--- src/rtl/core/oqr_pkg.sv ---
// Shared constants and types for the ordered ticket queue.
package oqr_pkg;
    localparam int MAX_IDS = 1024;
    localparam int ID_W    = $clog2(MAX_IDS);
    localparam int CNT_W   = ID_W + 1;
    localparam logic [CNT_W-1:0] MAX_CNT = CNT_W'(MAX_IDS);
    localparam logic [ID_W-1:0]  LAST_ID = ID_W'(MAX_IDS - 1);

    typedef enum logic [1:0] {
        OP_ISSUE  = 2'd0,
        OP_SERVE  = 2'd1,
        OP_REMOVE = 2'd2,
        OP_MOVE   = 2'd3
    } op_t;

    typedef struct packed {
        logic clr;
        logic load;
        logic dec;
        logic ins;
        logic fin;
    } cmd_t;

    typedef struct packed {
        logic clr_done;
        logic need_ins;
        logic out_free;
    } stat_t;
endpackage

--- src/rtl/core/oqr_ctrl.sv ---
// Sequencer for the ordered ticket queue.
module oqr_ctrl (
    input  logic           clk,
    input  logic           rst_n,
    input  logic           in_valid,
    output logic           in_ready,
    input  oqr_pkg::stat_t stat,
    output oqr_pkg::cmd_t  cmd
);
    typedef enum logic [5:0] {
        ST_CLR  = 6'b000001,
        ST_IDLE = 6'b000010,
        ST_RD   = 6'b000100,
        ST_DEC  = 6'b001000,
        ST_INS  = 6'b010000,
        ST_FIN  = 6'b100000
    } state_t;

    state_t state_reg, state_next;

    always_ff @(posedge clk or negedge rst_n)
    begin
        if (!rst_n)
        begin
            state_reg <= ST_CLR;
        end
        else
        begin
            state_reg <= state_next;
        end
    end

    always_comb
    begin
        state_next = state_reg;
        cmd        = '0;
        in_ready   = 1'b0;
        unique case (state_reg)
            ST_CLR:
            begin
                cmd.clr = 1'b1;
                if (stat.clr_done)
                begin
                    state_next = ST_IDLE;
                end
            end
            ST_IDLE:
            begin
                in_ready = 1'b1;
                if (in_valid)
                begin
                    cmd.load   = 1'b1;
                    state_next = ST_RD;
                end
            end
            ST_RD:
            begin
                state_next = ST_DEC;
            end
            ST_DEC:
            begin
                cmd.dec    = 1'b1;
                state_next = stat.need_ins ? ST_INS : ST_FIN;
            end
            ST_INS:
            begin
                cmd.ins    = 1'b1;
                state_next = ST_FIN;
            end
            ST_FIN:
            begin
                cmd.fin = 1'b1;
                if (stat.out_free)
                begin
                    state_next = ST_IDLE;
                end
            end
            default:
            begin
                state_next = ST_CLR;
            end
        endcase
    end
endmodule

--- config.mk ---
export PLATFORM = sky130hd
export DESIGN_NAME = oqr_ctrl
export DESIGN_NICKNAME = d
export VERILOG_FILES = /design/src/rtl/core/oqr_pkg.sv /design/src/rtl/core/oqr_ctrl.sv
export SDC_FILE = /design/constraint.sdc
export NUM_CORES = 1
export LEC_CHECK = 0
export BUFFER_PORTS_ARGS = -buffer_cell sky130_fd_sc_hd__buf_2
export CORE_AREA = 8 8 45 47
export DETAILED_ROUTE_END_ITERATION = 7
export DIE_AREA = 0 0 53 55
export SLEW_MARGIN = 20
export SYNTH_ARGS = -nofsm -noshare
export SYNTH_HDL_FRONTEND = slang
export SYNTH_SLANG_ARGS = --single-unit
--- constraint.sdc ---
create_clock -name clk -period 2.9 [get_ports clk]
set_input_delay 0.435 -clock clk [delete_from_list [all_inputs] [get_ports clk]]
set_output_delay 0.435 -clock clk [all_outputs]
set_load 0.02 [all_outputs]
Word-level counts from Yosys, hierarchy flattened
Cells that the tools add are included.
{"block": "totals", "reg_bits": 6, "output_inout_bits": 6, "word_cells": 23}
{"block": "classes", "eq_ne": 9, "muxes": 12, "reduce_logical": 1}
{"cell": "$pmux 6 s6", "count": 1}
{"cell": "$mux 6", "count": 4}
{"cell": "$mux 1", "count": 7}
{"cell": "$eq 6x1->1 const B", "count": 1}
{"cell": "$eq 6x2->1 const B", "count": 1}
{"cell": "$eq 6x3->1 const B", "count": 1}
{"cell": "$eq 6x4->1 const B", "count": 1}
{"cell": "$eq 6x5->1 const B", "count": 1}
{"cell": "$eq 6x6->1 const B", "count": 1}
{"cell": "$ne 2x2->1 const B", "count": 3}
{"cell": "$reduce_and 3->1", "count": 1}

Longest topological paths before layout
Gate-level depths: netlist (run 1).
{"block": "depth", "depth_word": 3, "mapped_depth": 5}

Least setup slack after synthesis (run 1)
Ideal clock, no wire load.
{"block": "synth_timing", "path_kind": "register -> output", "startpoint": "reg state_reg[2]", "endpoint": "out cmd[4] in the netlist's numbering", "arrival_ns": 1.372, "t_required_ns": 2.465, "setup_slack_ns": 1.093, "stages_incl_launch_ff": 3, "path_cell_list": "dfrtp_1 nor4_2 nor3b_1"}
{"item": "start: declaration", "line_no": "oqr_ctrl.sv:19", "rtl": "state_t state_reg, state_next;"}
{"item": "start signal: assignment", "line_no": "oqr_ctrl.sv:29", "rtl": "state_reg <= state_next;"}
{"item": "end: declaration", "line_no": "oqr_ctrl.sv:8", "rtl": "output oqr_pkg::cmd_t cmd"}

==> summary.txt, run 1 <==
Outcome
  – Status: finished, final reports clean

Timing
  – RSZ-0062 raised after global routing: false
  – Count of pins over their slew limit: 0
  – Fin. Hold Viols: 0
  – Part of the cycle the worst path needs: 0.6851
  – Setup-failing EPs final: 0
  – Actual slew at the worst max-slew pin: 0.3931 ns
  – Min Tclk post-route: 1.987 ns
  – Final setup TNS: 0 ns
  – Skew final: 0.007636 ns
  – Peak Freq: 503.3 MHz
  – Slew HR: 0.7358

Clock tree
  – Inserted Clock Buffers: 3
  – Register clock-pin slew on the reported worst setup and hold paths: 0.06 ns
  – Clk buf depth: 2
  – CTS Sinks: 6
  – CTS tree: yes
  – Total setup buffers inserted after CTS: 0
  – Root Driver: clkbuf_4
  – PostCTS Resize Cnt: 0
  – Clk Latency, worst-skew pair: 0.25 ns
  – Number of H-tree levels: 1

Logic synthesis
  – Area leader, netlist: dfrtp_1
  – Yosys top cell area share: 0.3077
  – Synth area leaders: dfrtp_1, dfstp_2, and2_1
  – Mapped Cells: 46
  – Seq/Total Area, Yosys: 0.3723
  – Syn avg cell area: 8.840 µm²
  – Synth warn: 0
  – Post-Synthesis Cell Area: 406.6 µm²
  – Yosys cell types: 27
  – Flops & latches, synth: 6
  – Post-synthesis net count: 52

Power
  – Switch Pwr: 0.1834 mW
  – Static Leak: 0.2576 nW
  – PD cells: 873.0 nW/µm²
  – P_int: 0.2546 mW
  – Combinational share of power: 0.454
  – Clock share of power: 0.198
  – Flop pwr share: 0.348
  – Worst vdd ir: 0.2045 mV
  – Sw Share: 0.4187

Run
  – Max-cap viol count: 0

Place
  – Port Buffers: 11
  – Placed instance area: 465.4 µm²
  – # placed instances: 71
  – Post-DP HPWL: 780.8 µm
  – RePlAce Congestion: 0.7624

Floorplan
  – Full die area: 2915 µm²
  – Die width: 53 µm
  – # IOs: 12
  – Die height: 55 µm
  – Cell row count: 14
  – Starting Density: 0.2939
  – Core ar.: 1384 µm²

Detailed routing
  – DRT iter0 DRCs: 11
  – Detailed Routing Iterations Pass 1: 4
  – Antenna Nets Post-Route: 0
  – Routed Wire Length: 1005 µm
  – Vias: 383
  – Via density: 5.039
  – WL per Instance: 13.22 µm
  – Remaining DRCs: 0

Critical path
  – Critical Path End Type: output pin
  – Critical path class: reg -> out
  – Slowest CP cell: dfrtp_1
  – Critical path buffers and inverters: 1
  – Worst path max stage delay: 0.45 ns
  – CP arrival: 1.55 ns
  – Sequence of cells on the critical path: nor4_2 -> and3_1 -> buf_2
  – Worst Path Max Fanout: 6
  – Setup crit start kind: flop
  – CP delay by family, top: simple AND/OR/NAND/NOR gates
  – Critical Path RT: 2.47 ns

Cells and area
  – N_diodes: 0
  – Max FFs per register: 6
  – Nets: 67
  – Commonest non-fill, non-tap cell in the layout: buf_2
  – Share of cells above drive strength 1: 0.3167
  – Non-filler cells in the finished layout: 76
  – Most frequent cells in the layout: buf_2, dfrtp_1, inv_1, nor2_1
  – Area Growth Syn to Fin: 23.38%
  – Post-route cell area: 501.7 µm²

Global routing
  – First-pass GRT wire length: 1669 µm
  – GR Overflow Total: 0
  – Largest net degree at the start of global routing: 9
  – Vias in the first global route: 383
  – Initial antenna violation count: 0
  – GRT Total Usage: 0.07785

Worst hold path
  – Hold Path Class: in -> reg
cell families (layout without fill, tap and decap cells):
kind of cell           Yosys count  count (layout)  share of synthesized area
AND/OR/NAND/NOR                 22              22                     0.3446
AO/OA/AOI/OAI                    9               9                     0.1538
buffers and inverters            7              21                    0.08612
flip-flops                       6               6                     0.3723
XOR/XNOR                         2               2                    0.04308
cell type report:
class / instances / area, µm²
fill: 152 / 882.1
timing repair buffer: 12 / 65.06
tap: 16 / 20.02
multi-input combinational: 33 / 220.2
clock buffer: 4 / 26.28
sequential: 6 / 151.4
inverter: 5 / 18.77
power by group through the flow:
stage | sequential (mW) | clock, mW | combinational [mW]
after detailed placement | 0.153 | 0 | 0.199
after global routing | 0.158 | 0.0986 | 0.223
after CTS | 0.152 | 0.0912 | 0.201
after floorplan | 0.127 | 0 | 0.178
after global placement | 0.152 | 0 | 0.198
final | 0.152 | 0.0866 | 0.199
synthesized netlist by cell type (all sizes together):
cell type  n
dfrtp      5
inv        5
nor2       4
and2       3
and3       3
nand2      3
o22ai      3
buf        2
nand2b     2
a211oi     1
a21oi      1
a221o      1
a2bb2oi    1
dfstp      1
nand3      1
nand3b     1
nor2b      1
nor3       1
nor3b      1
nor4       1
nor4b      1
o211ai     1
o21ai      1
xnor2      1
xor2       1
metal layers:
metal  global-route usage  vias to the layer above  part of all wire
met3              0.01872                        2             0.081
met4              0.06466                        0             0.019
li1                     -                      188                 -
met2               0.1270                       14              0.52
met5                    0                        -                 0
met1              0.08436                      179              0.38
path summary, 6_finish.rpt:
path                              startpoint            to  slack (ns)  cells past startpoint
worst max-delay path            state_reg[2]        cmd[0]        0.91                      3
worst min-delay path                 stat[1]  state_reg[4]        0.42                      2
worst max register to register  state_reg[2]  state_reg[5]        1.55                      3
worst min register to register  state_reg[0]  state_reg[0]        0.60                      2
max in group asynchronous              rst_n  state_reg[0]        2.12                      2
min in group asynchronous              rst_n  state_reg[1]        0.55                      2
what timing repair did:
item | in CTS | in global routing
hold buffers | 1 | 0
endpoints found under the setup margin | 0 | 0
hold endpoints to repair | 3 | 0
stage by stage:
step	utilization	hold WS [ns]	setup WS, ns	total power [mW]
finish	0.3626	0.4176	0.9131	0.4380
global route	0.3626	0.4254	0.7874	0.4787
CTS	0.3626	0.4135	0.8886	0.4436
detailed placement	0.3363	0.2736	1.173	0.3520
global placement	0.3363	0.2708	1.164	0.3507
floorplan	-	0.1394	1.093	0.3046
worst register-to-register path: stages (launching register included):
cell and delay (ns):
dfrtp_1 0.45, nor4_2 0.43, and3_1 0.25, a221o_1 0.16
Note: power is estimated with default switching activity, not from simulation.
==> run 2: changes to the inputs <==
==> constraint.sdc (replaced) <==
create_clock -name clk -period 1.75 [get_ports clk]
set_input_delay 0.2625 -clock clk [delete_from_list [all_inputs] [get_ports clk]]
set_output_delay 0.2625 -clock clk [all_outputs]
set_load 0.02 [all_outputs]
==> run 2 against run 1 <==
  * Clock skew down 0.0036 ns
  * Worst hold slack worse by 0.16 ns
  * Wire length up 3.7%
  * Clock power up 66%
  * Final area up 17%
  * Setup slack worse by 0.88 ns
  * Combinational power up 130%
  * Non-clock buffer count up 5
  * Highest routed layer unchanged
  * Largest cell class unchanged
  * Critical endpoint is now cmd[4]
  * First-iteration DRC count down 55%
  * Count of clock-buffer cells in the layout unchanged
==> summary.txt, run 2 (synthesis gave the netlist of run 1 again) <==
Outcome
  – Status: finished, final reports clean

Detailed routing
  – Remaining DRCs: 0
  – Antenna Nets Post-Route: 0
  – WL per Instance: 12.86 µm
  – DRT iter0 DRCs: 5
  – Vias: 409
  – Via density: 5.049
  – Detailed Routing Iterations Pass 1: 4
  – Routed Wire Length: 1042 µm

Timing
  – Count of pins over their slew limit: 0
  – Part of the cycle the worst path needs: 0.9811
  – Actual slew at the worst max-slew pin: 0.3090 ns
  – Skew final: 0.004061 ns
  – Fin. Hold Viols: 0
  – Min Tclk post-route: 1.717 ns
  – RSZ-0062 raised after global routing: true
  – Setup-failing EPs final: 0
  – Peak Freq: 582.5 MHz
  – Post-route worst setup slack: 0.03316 ns
  – Slew HR: 0.7940

Clock tree
  – Clk buf depth: 2
  – Register clock-pin slew on the reported worst setup and hold paths: 0.05 ns
  – Clk Latency, worst-skew pair: 0.25 ns
  – Inserted Clock Buffers: 3
  – CTS Sinks: 6
  – Root Driver: clkbuf_4
  – CTS tree: yes
  – Number of H-tree levels: 1

Critical path
  – Worst Path Max Fanout: 7
  – Setup crit start kind: flop
  – Worst path max stage delay: 0.47 ns
  – Sequence of cells on the critical path: nor4_4 -> nor3b_2 -> buf_4
  – CP arrival: 1.45 ns
  – Critical Path RT: 1.49 ns
  – Slowest CP cell: dfrtp_2
  – Critical path class: reg -> out
  – Critical Path End Type: output pin

Floorplan
  – # IOs: 12
  – Starting Density: 0.2939
  – Full die area: 2915 µm²
  – Core ar.: 1384 µm²
  – Die height: 55 µm
  – Die width: 53 µm
  – Cell row count: 14

Run
  – Max-cap viol count: 0

Cells and area
  – Share of cells above drive strength 1: 0.4308
  – Area Growth Syn to Fin: 44.92%
  – Nets: 72
  – Final core occ: 0.4259
  – Most frequent cells in the layout: buf_4, buf_2, inv_1, nor2_1
  – Commonest non-fill, non-tap cell in the layout: buf_4
  – Non-filler cells in the finished layout: 81
  – Max FFs per register: 6
  – # fillers: 133
  – N_diodes: 0

Power
  – Combinational share of power: 0.532
  – P_int: 0.5222 mW
  – Static Leak: 0.2859 nW
  – Flop pwr share: 0.303
  – Sw Share: 0.4012
  – Clock share of power: 0.165
  – PD cells: 1480 nW/µm²
  – Switch Pwr: 0.3499 mW
  – Worst vdd ir: 0.4032 mV

Global routing
  – Met3 Resource Use GR: 0.01872
  – GR met2 Demand/Resource: 0.1289
  – GR Overflow Total: 0
  – First-pass GRT wire length: 1628 µm
  – GRT Total Usage: 0.07853
  – Initial antenna violation count: 0
  – Vias in the first global route: 386
  – Busiest grt layer: met2
  – Largest net degree at the start of global routing: 9
  – M1 GR Usage: 0.08012

Place
  – RePlAce Congestion: 0.7179
  – Place WS: 0.1878 ns
  – # placed instances: 72
  – Port Buffers: 11

Worst hold path
  – Hold Path Class: in -> reg
[run 2: cell count changes in the layout (fill, tap and decap cells not counted), sizes merged]
cell  before  now
buf       11   16
[run 2: power groups by stage]
stage | logic [mW] | registers (mW) | clock network (mW)
floorplan | 0.294 | 0.211 | 0
global placement | 0.338 | 0.251 | 0
detailed placement | 0.338 | 0.250 | 0
CTS | 0.349 | 0.254 | 0.150
global route | 0.515 | 0.270 | 0.161
finish | 0.464 | 0.264 | 0.144
[run 2: path summary, 6_finish.rpt]
path	startpoint	to	slack, ns	depth (start not counted)
max	state_reg[1]	cmd[4]	0.03	3
min	stat[1]	state_reg[4]	0.25	2
max reg2reg	state_reg[0]	state_reg[0]	0.31	5
min reg2reg	state_reg[0]	state_reg[0]	0.64	2
max in group asynchronous	rst_n	state_reg[0]	1.15	2
min in group asynchronous	rst_n	state_reg[5]	0.37	2
[run 2: cell type report]
type                    instances  area, µm²  area share
multi-input cells              33      254.0      0.4310
flip-flops and latches          6      153.9      0.2611
repair buffers                 17      116.4      0.1975
well taps                      16      20.02     0.03397
inverters                       5      18.77     0.03185
clock buffers                   4      26.28     0.04459
[run 2: critical path, delay by kind of cell (launching register included)]
kind,cells,cell delay (ns)
buffers and inverters,1,0.17
DFF,1,0.47
and+or+nand+nor,2,0.57
[run 2: timing repair]
item,CTS,global route
pin swaps,0,2
hold buffers,1,0
buffers inserted,0,4
hold endpoints to repair,5,0
endpoints found under the setup margin,3,4
resized for setup,1,11
[run 2: through the flow]
step	setup TNS, ns	hold slack, ns	power [mW]	cell area [µm²]
after CTS	-0.07115	0.2490	0.7531	518.0
after detailed placement	0	0.09943	0.5876	473.0
after global routing	-0.08356	0.2445	0.9463	589.3
final	0	0.2529	0.8721	589.3
after global placement	0	0.09838	0.5893	473.0
after floorplan	0	-0.03309	0.5048	406.6
[run 2: routing by layer]
metal / share of wire / routed length, µm
met5: 0 / 0
met4: 0.028 / 29
met3: 0.067 / 70
met2: 0.50 / 525
met1: 0.40 / 415
